--- src/miu_pkg.sv ---
// Package with opcodes, function codes and shared types for the integer execute unit.
package miu_pkg;

  localparam logic [5:0] OP_SPECIAL = 6'h00;
  localparam logic [5:0] OP_REGIMM  = 6'h01;
  localparam logic [5:0] OP_J       = 6'h02;
  localparam logic [5:0] OP_JAL     = 6'h03;
  localparam logic [5:0] OP_BEQ     = 6'h04;
  localparam logic [5:0] OP_BNE     = 6'h05;
  localparam logic [5:0] OP_BLEZ    = 6'h06;
  localparam logic [5:0] OP_BGTZ    = 6'h07;
  localparam logic [5:0] OP_ADDI    = 6'h08;
  localparam logic [5:0] OP_ADDIU   = 6'h09;
  localparam logic [5:0] OP_SLTI    = 6'h0A;
  localparam logic [5:0] OP_ANDI    = 6'h0C;
  localparam logic [5:0] OP_ORI     = 6'h0D;
  localparam logic [5:0] OP_XORI    = 6'h0E;
  localparam logic [5:0] OP_LUI     = 6'h0F;
  localparam logic [5:0] OP_LB      = 6'h20;
  localparam logic [5:0] OP_LH      = 6'h21;
  localparam logic [5:0] OP_LW      = 6'h23;
  localparam logic [5:0] OP_SB      = 6'h28;
  localparam logic [5:0] OP_SH      = 6'h29;
  localparam logic [5:0] OP_SW      = 6'h2B;

  localparam logic [5:0] FN_SLL     = 6'h00;
  localparam logic [5:0] FN_SRL     = 6'h02;
  localparam logic [5:0] FN_SRA     = 6'h03;
  localparam logic [5:0] FN_JR      = 6'h08;
  localparam logic [5:0] FN_JALR    = 6'h09;
  localparam logic [5:0] FN_SYSCALL = 6'h0C;
  localparam logic [5:0] FN_MFHI    = 6'h10;
  localparam logic [5:0] FN_MTHI    = 6'h11;
  localparam logic [5:0] FN_MFLO    = 6'h12;
  localparam logic [5:0] FN_MTLO    = 6'h13;
  localparam logic [5:0] FN_MULT    = 6'h18;
  localparam logic [5:0] FN_MULTU   = 6'h19;
  localparam logic [5:0] FN_DIV     = 6'h1A;
  localparam logic [5:0] FN_DIVU    = 6'h1B;
  localparam logic [5:0] FN_ADD     = 6'h20;
  localparam logic [5:0] FN_ADDU    = 6'h21;
  localparam logic [5:0] FN_SUB     = 6'h22;
  localparam logic [5:0] FN_SUBU    = 6'h23;
  localparam logic [5:0] FN_AND     = 6'h24;
  localparam logic [5:0] FN_OR      = 6'h25;
  localparam logic [5:0] FN_XOR     = 6'h26;
  localparam logic [5:0] FN_NOR     = 6'h27;
  localparam logic [5:0] FN_SLT     = 6'h2A;

  localparam logic [4:0] RT_BLTZ = 5'd0;
  localparam logic [4:0] RT_BGEZ = 5'd1;
  localparam logic [4:0] REG_RA  = 5'd31;

  localparam logic [2:0] MEM_NONE = 3'd0;
  localparam logic [2:0] MEM_LB   = 3'd1;
  localparam logic [2:0] MEM_LH   = 3'd2;
  localparam logic [2:0] MEM_LW   = 3'd3;
  localparam logic [2:0] MEM_SB   = 3'd4;
  localparam logic [2:0] MEM_SH   = 3'd5;
  localparam logic [2:0] MEM_SW   = 3'd6;

  typedef enum logic [2:0] {
    ST_IDLE,
    ST_MUL_LO,
    ST_MUL_HI,
    ST_DIV_PREP,
    ST_DIV_RUN,
    ST_DIV_FIX,
    ST_OUT
  } state_t;

  // Commands from controller to datapath.
  typedef struct packed {
    logic load;       // capture input word and decode
    logic mul_lo;     // magnitudes and low partial product
    logic mul_hi;     // high partial products and write HI/LO
    logic div_prep;   // take magnitudes
    logic div_step;   // one quotient bit
    logic div_fix;    // sign fix and write HI/LO
  } cmd_t;

  // Status from datapath to controller.
  typedef struct packed {
    logic is_mul;
    logic is_div;
    logic div_last;
  } stat_t;

  typedef struct packed {
    logic [31:0] result_value;
    logic [4:0]  dest_reg;
    logic        reg_write;
    logic        branch_taken;
    logic [31:0] next_pc;
    logic [2:0]  mem_op;
    logic [31:0] mem_address;
    logic [31:0] store_data;
    logic        syscall_seen;
    logic        unimplemented;
  } result_t;

endpackage

--- src/miu_if.sv ---
// Valid/ready channel interfaces for instruction words and result words.
interface miu_in_if;
  logic        valid;
  logic        ready;
  logic [31:0] instr;
  logic [31:0] rs_value;
  logic [31:0] rt_value;
  logic [31:0] pc;
  modport source (output valid, output instr, output rs_value, output rt_value, output pc,
                  input ready);
  modport sink (input valid, input instr, input rs_value, input rt_value, input pc,
                output ready);
endinterface

interface miu_out_if;
  logic              valid;
  logic              ready;
  miu_pkg::result_t  data;
  modport source (output valid, output data, input ready);
  modport sink (input valid, input data, output ready);
endinterface

--- src/miu_ctrl.sv ---
// Controller state machine sequencing decode, multiply, divide and output.
module miu_ctrl (
  input  logic            clk,
  input  logic            rst_n,
  input  logic            in_valid,
  output logic            in_ready,
  output logic            out_valid,
  input  logic            out_ready,
  input  miu_pkg::stat_t  stat,
  output miu_pkg::cmd_t   cmd
);

  miu_pkg::state_t state_r, state_nxt;

  always_ff @(posedge clk) begin
    if (!rst_n) begin
      state_r <= miu_pkg::ST_IDLE;
    end else begin
      state_r <= state_nxt;
    end
  end

  always_comb begin
    state_nxt = state_r;
    cmd       = '0;
    in_ready  = 1'b0;
    out_valid = 1'b0;
    unique case (state_r)
      miu_pkg::ST_IDLE: begin
        in_ready = 1'b1;
        if (in_valid) begin
          cmd.load  = 1'b1;
          state_nxt = miu_pkg::ST_OUT;
        end
      end
      miu_pkg::ST_MUL_LO: begin
        cmd.mul_lo = 1'b1;
        state_nxt  = miu_pkg::ST_MUL_HI;
      end
      miu_pkg::ST_MUL_HI: begin
        cmd.mul_hi = 1'b1;
        state_nxt  = miu_pkg::ST_IDLE;
      end
      miu_pkg::ST_DIV_PREP: begin
        cmd.div_prep = 1'b1;
        state_nxt    = miu_pkg::ST_DIV_RUN;
      end
      miu_pkg::ST_DIV_RUN: begin
        cmd.div_step = 1'b1;
        if (stat.div_last) begin
          state_nxt = miu_pkg::ST_DIV_FIX;
        end
      end
      miu_pkg::ST_DIV_FIX: begin
        cmd.div_fix = 1'b1;
        state_nxt   = miu_pkg::ST_IDLE;
      end
      miu_pkg::ST_OUT: begin
        out_valid = 1'b1;
        if (out_ready) begin
          if (stat.is_mul) begin
            state_nxt = miu_pkg::ST_MUL_LO;
          end else if (stat.is_div) begin
            state_nxt = miu_pkg::ST_DIV_PREP;
          end else begin
            state_nxt = miu_pkg::ST_IDLE;
          end
        end
      end
      default: state_nxt = miu_pkg::ST_IDLE;
    endcase
  end

endmodule

--- src/miu_dp.sv ---
// Datapath: decode, ALU, branch and address logic, multiplier, divider, HI/LO.
module miu_dp (
  input  logic             clk,
  input  logic             rst_n,
  input  logic [31:0]      instr,
  input  logic [31:0]      rs_value,
  input  logic [31:0]      rt_value,
  input  logic [31:0]      pc,
  input  miu_pkg::cmd_t    cmd,
  output miu_pkg::stat_t   stat,
  output miu_pkg::result_t res
);

  logic [31:0] hi_r, hi_nxt, lo_r, lo_nxt;
  logic [31:0] a_r, b_r;
  logic        is_mul_r, is_div_r, signed_r;
  logic        is_mul_nxt, is_div_nxt;
  miu_pkg::result_t res_r, res_nxt;

  // Multiplier: four 16x16 partial products on magnitudes, over MUL_LO and MUL_HI.
  logic [31:0] ma_r, mb_r, ma_nxt, mb_nxt;
  logic        mneg_r;
  logic [63:0] macc_r;
  logic [31:0] pp_ll, pp_lh, pp_hl, pp_hh;
  logic [63:0] prod_mag;

  // Divider: restoring, one quotient bit per cycle.
  logic [31:0] dq_r, drem_r, dd_r;
  logic        qneg_r, rneg_r;
  logic [4:0]  dcnt_r;
  logic [33:0] dtrial;
  logic [32:0] drem_sh;

  logic [5:0]  op, fn;
  logic [4:0]  rt, rd, sa;
  logic [15:0] imm;
  logic [31:0] simm, link, btgt, jtgt, sum_i;
  logic        bad;

  always_comb begin
    op   = instr[31:26];
    rt   = instr[20:16];
    rd   = instr[15:11];
    sa   = instr[10:6];
    fn   = instr[5:0];
    imm  = instr[15:0];
    simm = {{16{imm[15]}}, imm};
    link = pc + 32'd4;
    btgt = link + {simm[29:0], 2'b00};
    jtgt = {link[31:28], instr[25:0], 2'b00};
    sum_i = rs_value + simm;
    res_nxt = '0;
    bad = 1'b0;
    is_mul_nxt = 1'b0;
    is_div_nxt = 1'b0;
    hi_nxt = hi_r;
    lo_nxt = lo_r;
    if (op == miu_pkg::OP_SPECIAL) begin
      res_nxt.dest_reg  = rd;
      res_nxt.reg_write = 1'b1;
      case (fn)
        miu_pkg::FN_SLL: res_nxt.result_value = rt_value << sa;
        miu_pkg::FN_SRL: res_nxt.result_value = rt_value >> sa;
        miu_pkg::FN_SRA: res_nxt.result_value = $unsigned($signed(rt_value) >>> sa);
        miu_pkg::FN_JR: begin
          res_nxt.reg_write = 1'b0; res_nxt.dest_reg = '0;
          res_nxt.branch_taken = 1'b1; res_nxt.next_pc = rs_value;
        end
        miu_pkg::FN_JALR: begin
          res_nxt.result_value = link;
          res_nxt.branch_taken = 1'b1; res_nxt.next_pc = rs_value;
        end
        miu_pkg::FN_SYSCALL: begin
          res_nxt.reg_write = 1'b0; res_nxt.dest_reg = '0; res_nxt.syscall_seen = 1'b1;
        end
        miu_pkg::FN_MFHI: res_nxt.result_value = hi_r;
        miu_pkg::FN_MFLO: res_nxt.result_value = lo_r;
        miu_pkg::FN_MTHI: begin
          res_nxt.reg_write = 1'b0; res_nxt.dest_reg = '0; hi_nxt = rs_value;
        end
        miu_pkg::FN_MTLO: begin
          res_nxt.reg_write = 1'b0; res_nxt.dest_reg = '0; lo_nxt = rs_value;
        end
        miu_pkg::FN_MULT, miu_pkg::FN_MULTU: begin
          res_nxt.reg_write = 1'b0; res_nxt.dest_reg = '0; is_mul_nxt = 1'b1;
        end
        miu_pkg::FN_DIV, miu_pkg::FN_DIVU: begin
          res_nxt.reg_write = 1'b0; res_nxt.dest_reg = '0;
          is_div_nxt = (rt_value != 32'd0);
        end
        miu_pkg::FN_ADD, miu_pkg::FN_ADDU: res_nxt.result_value = rs_value + rt_value;
        miu_pkg::FN_SUB, miu_pkg::FN_SUBU: res_nxt.result_value = rs_value - rt_value;
        miu_pkg::FN_AND: res_nxt.result_value = rs_value & rt_value;
        miu_pkg::FN_OR:  res_nxt.result_value = rs_value | rt_value;
        miu_pkg::FN_XOR: res_nxt.result_value = rs_value ^ rt_value;
        miu_pkg::FN_NOR: res_nxt.result_value = ~(rs_value | rt_value);
        miu_pkg::FN_SLT:
          res_nxt.result_value = {31'd0, $signed(rs_value) < $signed(rt_value)};
        default: bad = 1'b1;
      endcase
    end else begin
      case (op)
        miu_pkg::OP_REGIMM: begin
          res_nxt.next_pc = btgt;
          if (rt == miu_pkg::RT_BLTZ) begin
            res_nxt.branch_taken = rs_value[31];
          end else if (rt == miu_pkg::RT_BGEZ) begin
            res_nxt.branch_taken = !rs_value[31];
          end else begin
            bad = 1'b1;
          end
        end
        miu_pkg::OP_J: begin
          res_nxt.branch_taken = 1'b1; res_nxt.next_pc = jtgt;
        end
        miu_pkg::OP_JAL: begin
          res_nxt.branch_taken = 1'b1; res_nxt.next_pc = jtgt;
          res_nxt.result_value = link; res_nxt.dest_reg = miu_pkg::REG_RA;
          res_nxt.reg_write = 1'b1;
        end
        miu_pkg::OP_BEQ: begin
          res_nxt.next_pc = btgt; res_nxt.branch_taken = (rs_value == rt_value);
        end
        miu_pkg::OP_BNE: begin
          res_nxt.next_pc = btgt; res_nxt.branch_taken = (rs_value != rt_value);
        end
        miu_pkg::OP_BLEZ: begin
          res_nxt.next_pc = btgt;
          res_nxt.branch_taken = rs_value[31] || (rs_value == 32'd0);
        end
        miu_pkg::OP_BGTZ: begin
          res_nxt.next_pc = btgt;
          res_nxt.branch_taken = !rs_value[31] && (rs_value != 32'd0);
        end
        miu_pkg::OP_ADDI, miu_pkg::OP_ADDIU: begin
          res_nxt.result_value = sum_i; res_nxt.dest_reg = rt; res_nxt.reg_write = 1'b1;
        end
        miu_pkg::OP_SLTI: begin
          res_nxt.result_value = {31'd0, $signed(rs_value) < $signed(simm)};
          res_nxt.dest_reg = rt; res_nxt.reg_write = 1'b1;
        end
        miu_pkg::OP_ANDI: begin
          res_nxt.result_value = rs_value & {16'd0, imm};
          res_nxt.dest_reg = rt; res_nxt.reg_write = 1'b1;
        end
        miu_pkg::OP_ORI: begin
          res_nxt.result_value = rs_value | {16'd0, imm};
          res_nxt.dest_reg = rt; res_nxt.reg_write = 1'b1;
        end
        miu_pkg::OP_XORI: begin
          res_nxt.result_value = rs_value ^ {16'd0, imm};
          res_nxt.dest_reg = rt; res_nxt.reg_write = 1'b1;
        end
        miu_pkg::OP_LUI: begin
          res_nxt.result_value = {imm, 16'd0};
          res_nxt.dest_reg = rt; res_nxt.reg_write = 1'b1;
        end
        miu_pkg::OP_LB, miu_pkg::OP_LH, miu_pkg::OP_LW: begin
          res_nxt.mem_op = (op == miu_pkg::OP_LB) ? miu_pkg::MEM_LB :
                           (op == miu_pkg::OP_LH) ? miu_pkg::MEM_LH : miu_pkg::MEM_LW;
          res_nxt.mem_address = sum_i; res_nxt.dest_reg = rt; res_nxt.reg_write = 1'b1;
        end
        miu_pkg::OP_SB: begin
          res_nxt.mem_op = miu_pkg::MEM_SB; res_nxt.mem_address = sum_i;
          res_nxt.store_data = {24'd0, rt_value[7:0]};
        end
        miu_pkg::OP_SH: begin
          res_nxt.mem_op = miu_pkg::MEM_SH; res_nxt.mem_address = sum_i;
          res_nxt.store_data = {16'd0, rt_value[15:0]};
        end
        miu_pkg::OP_SW: begin
          res_nxt.mem_op = miu_pkg::MEM_SW; res_nxt.mem_address = sum_i;
          res_nxt.store_data = rt_value;
        end
        default: bad = 1'b1;
      endcase
    end
    if (bad) begin
      res_nxt = '0;
      res_nxt.unimplemented = 1'b1;
      hi_nxt = hi_r;
      lo_nxt = lo_r;
    end
  end

  // Magnitudes, low partial product, divider step and final multiply sum.
  always_comb begin
    ma_nxt   = (signed_r && a_r[31]) ? (32'd0 - a_r) : a_r;
    mb_nxt   = (signed_r && b_r[31]) ? (32'd0 - b_r) : b_r;
    pp_ll    = 32'(ma_nxt[15:0]) * 32'(mb_nxt[15:0]);
    pp_lh    = 32'(ma_r[15:0]) * 32'(mb_r[31:16]);
    pp_hl    = 32'(ma_r[31:16]) * 32'(mb_r[15:0]);
    pp_hh    = 32'(ma_r[31:16]) * 32'(mb_r[31:16]);
    drem_sh  = {drem_r, dq_r[31]};
    dtrial   = {1'b0, drem_sh} - {2'b00, dd_r};
    prod_mag = macc_r + ({32'd0, pp_hl} << 16) + ({32'd0, pp_lh} << 16)
             + {pp_hh, 32'd0};
  end

  always_ff @(posedge clk) begin
    if (!rst_n) begin
      hi_r <= '0;
      lo_r <= '0;
      is_mul_r <= 1'b0;
      is_div_r <= 1'b0;
    end else if (cmd.load) begin
      hi_r <= hi_nxt;
      lo_r <= lo_nxt;
      is_mul_r <= is_mul_nxt;
      is_div_r <= is_div_nxt;
    end else if (cmd.mul_hi) begin
      hi_r <= mneg_r ? (~prod_mag[63:32] + {31'd0, prod_mag[31:0] == 32'd0})
                     : prod_mag[63:32];
      lo_r <= mneg_r ? (~prod_mag[31:0] + 32'd1) : prod_mag[31:0];
    end else if (cmd.div_fix) begin
      lo_r <= qneg_r ? (32'd0 - dq_r) : dq_r;
      hi_r <= rneg_r ? (32'd0 - drem_r) : drem_r;
    end
  end

  always_ff @(posedge clk) begin
    if (cmd.load) begin
      res_r    <= res_nxt;
      a_r      <= rs_value;
      b_r      <= rt_value;
      signed_r <= (fn == miu_pkg::FN_MULT) || (fn == miu_pkg::FN_DIV);
    end
    if (cmd.mul_lo) begin
      ma_r   <= ma_nxt;
      mb_r   <= mb_nxt;
      mneg_r <= signed_r && (a_r[31] ^ b_r[31]);
    end
    if (cmd.div_prep) begin
      dq_r   <= ma_nxt;
      dd_r   <= mb_nxt;
      drem_r <= '0;
      dcnt_r <= '0;
      qneg_r <= signed_r && (a_r[31] ^ b_r[31]);
      rneg_r <= signed_r && a_r[31];
    end
    if (cmd.div_step) begin
      dcnt_r <= dcnt_r + 5'd1;
      if (!dtrial[33]) begin
        drem_r <= dtrial[31:0];
        dq_r   <= {dq_r[30:0], 1'b1};
      end else begin
        drem_r <= drem_sh[31:0];
        dq_r   <= {dq_r[30:0], 1'b0};
      end
    end
  end

  // The low partial product is taken together with the magnitudes; the other
  // three are added in the following cycle.
  always_ff @(posedge clk) begin
    if (cmd.mul_lo) begin
      macc_r <= {32'd0, pp_ll};
    end
  end

  always_comb begin
    stat.is_mul   = is_mul_r;
    stat.is_div   = is_div_r;
    stat.div_last = (dcnt_r == 5'd31);
    res           = res_r;
  end

endmodule

--- src/mips_integer_execute_unit.sv ---
// Top level of the MIPS32 integer execute unit.
// Usage: one instruction word (instr, rs_value, rt_value, pc) enters on the in_
// channel when in_valid and in_ready are both high. Exactly one result word leaves
// on the out_ channel when out_valid and out_ready are both high.
// The result is presented in the cycle after the input is taken, and for an
// ordinary instruction the unit is ready again in the cycle after the result
// is taken; an output stall holds the unit in between.
// MULT and MULTU update HI/LO through a 16x16 partial-product multiplier in
// the states MUL_LO and MUL_HI after their result word leaves; DIV and DIVU with
// a nonzero divisor run a restoring divider, one quotient bit per cycle, through
// DIV_PREP, DIV_RUN and DIV_FIX. The unit takes no new word until HI/LO are
// written, so a following MFHI or MFLO always sees the new value.
// Reset (rst_n low, synchronous) clears HI, LO and the controller; the unit
// is ready as soon as reset is released. When the receiver holds out_ready
// low, the result word stays stable and no new input is taken.
module mips_integer_execute_unit (
  input logic clk,
  input logic rst_n,
  miu_in_if.sink    in_ch,
  miu_out_if.source out_ch
);

  miu_pkg::cmd_t  cmd;
  miu_pkg::stat_t stat;

  miu_ctrl u_ctrl (
    .clk       (clk),
    .rst_n     (rst_n),
    .in_valid  (in_ch.valid),
    .in_ready  (in_ch.ready),
    .out_valid (out_ch.valid),
    .out_ready (out_ch.ready),
    .stat      (stat),
    .cmd       (cmd)
  );

  miu_dp u_dp (
    .clk      (clk),
    .rst_n    (rst_n),
    .instr    (in_ch.instr),
    .rs_value (in_ch.rs_value),
    .rt_value (in_ch.rt_value),
    .pc       (in_ch.pc),
    .cmd      (cmd),
    .stat     (stat),
    .res      (out_ch.data)
  );

endmodule

--- src/flat_wrapper.sv ---
// flat-port wrapper written by rule: the top's interface ports become plain ports
module mips_integer_execute_unit_flat 
  (clk, rst_n, in_ch_valid, in_ch_instr, in_ch_rs_value, in_ch_rt_value, in_ch_pc, in_ch_ready, out_ch_valid, out_ch_data, out_ch_ready);
  miu_in_if in_ch_i ();
  miu_out_if out_ch_i ();
  input logic clk;
  input logic rst_n;
  input wire logic [$bits(in_ch_i.valid)-1:0] in_ch_valid;
  input wire logic [$bits(in_ch_i.instr)-1:0] in_ch_instr;
  input wire logic [$bits(in_ch_i.rs_value)-1:0] in_ch_rs_value;
  input wire logic [$bits(in_ch_i.rt_value)-1:0] in_ch_rt_value;
  input wire logic [$bits(in_ch_i.pc)-1:0] in_ch_pc;
  output wire logic [$bits(in_ch_i.ready)-1:0] in_ch_ready;
  output wire logic [$bits(out_ch_i.valid)-1:0] out_ch_valid;
  output wire logic [$bits(out_ch_i.data)-1:0] out_ch_data;
  input wire logic [$bits(out_ch_i.ready)-1:0] out_ch_ready;
  assign in_ch_i.valid = in_ch_valid;
  assign in_ch_i.instr = in_ch_instr;
  assign in_ch_i.rs_value = in_ch_rs_value;
  assign in_ch_i.rt_value = in_ch_rt_value;
  assign in_ch_i.pc = in_ch_pc;
  assign in_ch_ready = in_ch_i.ready;
  assign out_ch_valid = out_ch_i.valid;
  assign out_ch_data = out_ch_i.data;
  assign out_ch_i.ready = out_ch_ready;
  mips_integer_execute_unit u_core (.clk(clk), .rst_n(rst_n), .in_ch(in_ch_i), .out_ch(out_ch_i));
endmodule
--- config.mk ---
export PLATFORM = sky130hd
export DESIGN_NAME = mips_integer_execute_unit_flat
export DESIGN_NICKNAME = d
export VERILOG_FILES = /design/src/miu_pkg.sv /design/src/miu_if.sv /design/src/miu_ctrl.sv /design/src/miu_dp.sv /design/src/mips_integer_execute_unit.sv /design/src/flat_wrapper.sv
export SDC_FILE = /design/constraint.sdc
export NUM_CORES = 2
export LEC_CHECK = 0
export BUFFER_PORTS_ARGS = -buffer_cell sky130_fd_sc_hd__clkbuf_2
export CAP_MARGIN = 20
export CORE_MARGIN = 2
export CORE_UTILIZATION = 43
export DETAILED_ROUTE_END_ITERATION = 7
export PLACE_DENSITY = 0.68
export SYNTH_ARGS = -nofsm -noshare
export SYNTH_HDL_FRONTEND = slang
export SYNTH_SLANG_ARGS = --single-unit
--- constraint.sdc ---
create_clock -name clk -period 9.6 [get_ports clk]
set_input_delay 0.48 -clock clk [delete_from_list [all_inputs] [get_ports clk]]
set_output_delay 0.48 -clock clk [all_outputs]
set_load 0.005 [all_outputs]
# Word level (Yosys, flattened, before mapping)
# Cells that the tools add are included.
op_classes:
  eq_ne: 59
  magnitude_cmp: 2
  muxes: 65
  shift: 3
  addsub: 16
  bitwise: 11
  multipliers: 4
  n_reduce_logical: 34
ops:
  columns: ["cell", "count"]
  rows:
  - ["$mux 32", 23]
  - ["$pmux 32 s13", 1]
  - ["$pmux 32 s7", 1]
  - ["$pmux 33 s6", 1]
  - ["$pmux 35 s4", 1]
  - ["$mul 16x16->32", 4]
  - ["$sub 1x32->32 const A", 4]
  - ["$add 32x32->32", 3]
  - ["$not 32->32", 3]
  - ["$pmux 32 s3", 1]
  - ["$eq 6x6->1 const B", 15]
  - ["$mux 71", 1]
  - ["$add 50x64->64", 1]
  - ["$logic_not 32->1", 2]
  - ["$reduce_bool 32->1", 2]
  - ["$eq 6x4->1 const B", 10]
  - ["$add 49x48->50", 1]
  - ["$add 32x48->49", 1]
  - ["$eq 6x5->1 const B", 8]
  - ["$sub 33x32->34", 1]
  - ["$mux 33", 1]
  - ["$add 32x1->32", 1]
  - ["$add 32x1->32 const B", 1]
  - ["$add 32x3->32 const B", 1]
  - ["51 further kinds", 106]
totals:
  input_bits: 132
  out_inout_bits: 142
  wordCells: 222
  reg_bits: 474

# Logic depth before layout (Yosys ltp)
depth:
  ltp_word: 9
  mapped_depth: 45
  depth_no_buf: 43

# Modules after synthesis
# Synthesis repeated with hierarchy kept, for this count alone.
unflattened:
  cells_unflattened: 8487
  hier_area_um2: 73468.0
by_module_without_submodules:
  columns: ["module", "instances", "area_per_inst_um2", "cells_per_inst"]
  rows:
  - ["miu_dp", 1, 73225.2, 8457]
  - ["miu_ctrl", 1, 242.7, 30]

# Worst setup path before layout
# OpenSTA, ideal clock, no wires.
synth_path:
  path_kind: "register to register"
  from: "register u_core.u_dp.ma_r[10]"
  to: "register u_core.u_dp.hi_r[30]"
  stages_incl_launch_ff: 43
  arrival_time_ps: 9734
  t_required_ps: 9483
  synth_period_minus_slack_ps: 9852
  path_buffers: 2
  path_slack_ps: -252
  path_cell_list: "edfxtp_1 > clkbuf_1 > nand2_1 > fa_1 > fa_1 > fa_1 > fa_1 > inv_1 > fa_1 > inv_1 > fa_1 > inv_1 > ha_1 > a21oi_1 > o21bai_1 > a21oi_1 > o21ai_0 > a21o_1 > [7 not listed] > a21oi_1 > xnor2_1 > fa_1 > ha_1 > clkbuf_1 > and4_1 > nand2_1 > nor2_1 > a21oi_1 > o21ai_0 > o21ai_1 > nor4_1 > xor2_1 > nand4b_2 > o41ai_2 > xnor2_1 > o21ai_1 > a32o_2"
synth_between:
  elab_chain_cells: 8
  word_cells_on_any_way: 9
synth_lines:
  columns: ["item", "line", "text"]
  rows:
  - ["start, declared", "miu_dp.sv:21", "logic [31:0] ma_r, mb_r, ma_nxt, mb_nxt;"]
  - ["start signal, assigned", "miu_dp.sv:229", "ma_r <= ma_nxt;"]
  - ["$mul 16x16->32 *", "miu_dp.sv:191", "pp_lh = 32'(ma_r[15:0]) * 32'(mb_r[31:16]);"]
  - ["$add 49x48->50 *", "miu_dp.sv:196", "prod_mag = macc_r + ({32'd0, pp_hl} << 16) + ({32'd0, pp_lh} << 16)"]
  - ["$add 50x64->64 *", "miu_dp.sv:197", "+ {pp_hh, 32'd0};"]
  - ["$logic_not 32->1 or $not 32->32 (tied branches)", "miu_dp.sv:212", "hi_r <= mneg_r ? (~prod_mag[63:32] + {31'd0, prod_mag[31:0] == 32'd0})"]
  - ["$add 32x1->32", "miu_dp.sv:212", null]
  - ["$mux 32 *", "miu_dp.sv:212", null]
  - ["$mux 32 *", "miu_dp.sv:211", "end else if (cmd.mul_hi) begin"]
  - ["$mux 32 *", "miu_dp.sv:206", "end else if (cmd.load) begin"]
  - ["end signal, assigned", "miu_dp.sv:207", "hi_r <= hi_nxt;"]
  - ["end signal, assigned", "miu_dp.sv:212", null]
  - ["end signal, assigned", "miu_dp.sv:217", "hi_r <= rneg_r ? (32'd0 - drem_r) : drem_r;"]
  - ["end, declared", "miu_dp.sv:14", "logic [31:0] hi_r, hi_nxt, lo_r, lo_nxt;"]
# Every way passes the cells marked *; elsewhere a longest branch is shown, timed or not.
# A chain may end at the register's enable or synchronous reset.

# Final worst setup path
layout_path:
  from: "register u_core.u_dp.mb_r[20]"
  to: "register u_core.u_dp.hi_r[30]"
layout_between:
  elab_chain_cells: 8
  word_cells_on_any_way: 10
layout_lines:
  columns: ["item", "line", "text"]
  rows:
  - ["start, declared", "miu_dp.sv:21", null]
  - ["start signal, assigned", "miu_dp.sv:230", "mb_r <= mb_nxt;"]
  - ["$mul 16x16->32", "miu_dp.sv:191", null]
  - ["$add 49x48->50", "miu_dp.sv:196", null]
  - ["$add 50x64->64 *", "miu_dp.sv:197", null]
  - ["$logic_not 32->1 or $not 32->32 (tied branches)", "miu_dp.sv:212", null]
  - ["$add 32x1->32", "miu_dp.sv:212", null]
  - ["$mux 32 *", "miu_dp.sv:212", null]
  - ["$mux 32 *", "miu_dp.sv:211", null]
  - ["$mux 32 *", "miu_dp.sv:206", null]
# Marks and branches as above.

==> results_dict.tcl <==
set metrics [dict create \
    most_common_library_cell_in_the_layout_ignoring_fill_and_taps "sky130_fd_sc_hd__inv_1" \
    path_class "flip-flop to flip-flop" \
    final-hold-violation-count 0 \
    detailed_routing_iterations_pass_1 8 \
    vertical_die_dimension_um 416 \
    design.die.area_um2 173000 \
    grt_antenna_before_repair 16 \
    synth.ff_latch_count 474 \
    crit_slowest_cell "sky130_fd_sc_hd__or4b_4" \
    gp_congestion 1.02 \
    max_freq_ghz 0.101 \
    grt-ovfl-total 0 \
    final_cell_area_um2 83900 \
    crit_path_max_incr_delay_ns 0.55 \
    clock_sinks 474 \
    dp.cells 11100 \
    placed_inst_area_um2 80300 \
    cts_tree "yes" \
    synth_enable_flop_cells 405 \
    clock_skew_ns 0.0429 \
    cts_inserted_buffers 57 \
    status "finished, violations left" \
    initial_utilization_pct 43.2 \
    clkSlewWorstSetupHoldPaths_ns 0.07 \
    synth.lib_cells_used.distinct 108 \
    setup_repair_after_global_routing_missed_its_margin "yes" \
    crit_start_category "flip-flop" \
    worst-path-max-fanout 5 \
    cts.path.max_buffers 3 \
    wire_per_inst_um 25.8 \
    synthArstFlopShare_pct 0 \
    flow.area_growth_from_synthesis_pct 14.8 \
    synth_flop_type "sky130_fd_sc_hd__edfxtp_1" \
    layout_worst_path_cycle_share_pct 103 \
    global_route.usage.total_pct 33.0 \
    routed_via_density 5.87 \
    failed_checks "DRC, setup timing" \
    ys.warnings.count 0 \
    syn-instance-count 8411 \
    finalSetupTns_ns -1.41 \
    crit_buf_inv 6 \
    grt_max_degree 93 \
    drv_cap 0 \
    mostFrequentLayoutCells "1,139 x sky130_fd_sc_hd__inv_1, 979 x sky130_fd_sc_hd__nand2_1, 805 x sky130_fd_sc_hd__fa_1" \
    max_slew_margin_pct 8.80 \
    drv_slew 0 \
    finish.net_count 10600 \
    cell_family_with_most_cp_delay "adder cells" \
    antenna_left 0 \
    holdWs_ns 0.135 \
    largest_register_ffs 140 \
    drive_above_1_share_pct 14.2 \
    drcViolationCount 4 \
    worstSetupEndpointType "flip-flop" \
    period_needed_ns 9.85 \
    via_count 65900 \
    number_of_hold_buffers_added_after_cts 0 \
    worstPathArrival_ns 10.40 \
    synth_sequential_area_ratio_pct 18.5 \
    clock_insertion_delay_worst_skew_ns 0.70 \
    dpl.hpwl_um 229000 \
    clockRootBuffer "sky130_fd_sc_hd__clkbuf_16" \
    drtIter0Drc 7096 \
    core-area_um2 169000 \
    worst_slack_ns -0.253 \
    global_route_wire_length_before_repair_um 430000 \
    fp.dieW_um 416 \
    min_path_type "input pin to flip-flop" \
    routed_wl_um 290000 \
    number_of_global_route_vias_before_repair 66300 \
    critPathMostFrequentCell "sky130_fd_sc_hd__fa_1" \
    cp_data_required_time_ns 10.15 \
    worst_pin_slew_ns 1.35 \
    boundaryPins 274 \
    core.rowCount 151 \
    finalSetupViolCount 18 \
    syn_avg_cell_area_um2 8.69 \
    clock_tree.htree_level_count 2 \
    synth.net_count 10100 \
    finalNonFillerCells 11200 \
    syn-cell-area_um2 73100 \
    port-buffer-count 273 \
]
final timing paths:
path / slack [ns] / to / depth (start not counted) / from
worst min-delay path: 0.14 / u_core.u_dp.b_r[12] / 1 / in_ch_rt_value[12]
worst min register to register: 0.47 / u_core.u_dp.is_mul_r / 2 / u_core.u_dp.is_mul_r
worst max register to register: -0.25 / u_core.u_dp.hi_r[30] / 41 / u_core.u_dp.mb_r[20]
worst max-delay path: -0.25 / u_core.u_dp.hi_r[30] / 41 / u_core.u_dp.mb_r[20]
cell type report:
type	count	area [µm²]
Antenna cell	10	25.0
Clock buffer	69	1510
Clock inverter	37	308
Fill cell	15900	85200
Inverter	1165	4380
Multi-Input combinational cell	6354	55000
Sequential cell	474	13500
Tap cell	2218	2780
Timing Repair Buffer	899	6400
kinds of logic (layout without fill, tap and decap cells):
logic type / after synthesis / in the layout / share of synthesized area [%]
AOI/OAI and AO/OA: 1622 / 1622 / 14.4
DFF: 474 / 474 / 18.5
other: 0 / 10 / 0
buffers and inverters: 1583 / 2170 / 8.17
muxes: 160 / 160 / 2.36
adders and majority gates: 1508 / 1508 / 34.2
xor gates and xnor gates: 492 / 492 / 5.92
and+or+nand+nor: 2572 / 2572 / 16.5
metrics by stage:
stage	setup slack (ns)	util, %
floorplan	0.0163	-
global placement	-0.561	47.5
detailed placement	-0.551	47.5
CTS	-0.311	49.1
global route	-0.622	49.6
finish	-0.253	49.6
routing by layer:
| layer | global-route usage, % | up-vias | routed length [µm] |
|---|---|---|---|
| li1 | - | 29300 | - |
| met3 | 4.68 | 721 | 23000 |
| met4 | 18.1 | 10 | 19600 |
| met2 | 53.8 | 3075 | 133000 |
| met5 | 0 | - | 59 |
| met1 | 42.5 | 32800 | 114000 |
what timing repair did:
item,4_1_cts,5_1_grt
pin swaps,97,96
resized for setup,125,154
setup endpoints to repair,25,29
buffers inserted,28,21
cells in the mapped netlist (68+ instances only):
master | instances | share of area [%]
sky130_fd_sc_hd__edfxtp_1 | 405 | 17
sky130_fd_sc_hd__nand2_1 | 985 | 5.1
sky130_fd_sc_hd__nand2b_1 | 68 | 0.58
sky130_fd_sc_hd__inv_1 | 1155 | 5.9
sky130_fd_sc_hd__a21o_1 | 102 | 1.0
sky130_fd_sc_hd__clkbuf_1 | 373 | 1.9
sky130_fd_sc_hd__nor2_1 | 593 | 3.0
sky130_fd_sc_hd__a21oi_1 | 454 | 3.1
sky130_fd_sc_hd__ha_1 | 694 | 12
sky130_fd_sc_hd__and2_1 | 373 | 3.2
sky130_fd_sc_hd__mux2i_1 | 144 | 2.0
sky130_fd_sc_hd__nor3_1 | 135 | 0.92
sky130_fd_sc_hd__fa_1 | 814 | 22
sky130_fd_sc_hd__xnor2_1 | 318 | 3.8
sky130_fd_sc_hd__xor2_1 | 173 | 2.1
sky130_fd_sc_hd__nand3_1 | 90 | 0.62
sky130_fd_sc_hd__dfxtp_1 | 69 | 1.9
sky130_fd_sc_hd__o21ai_0 | 373 | 2.6
Power is left out: the tool's default activity adds up to more than one toggle a clock period on the data nets, which glitch-free logic cannot reach.
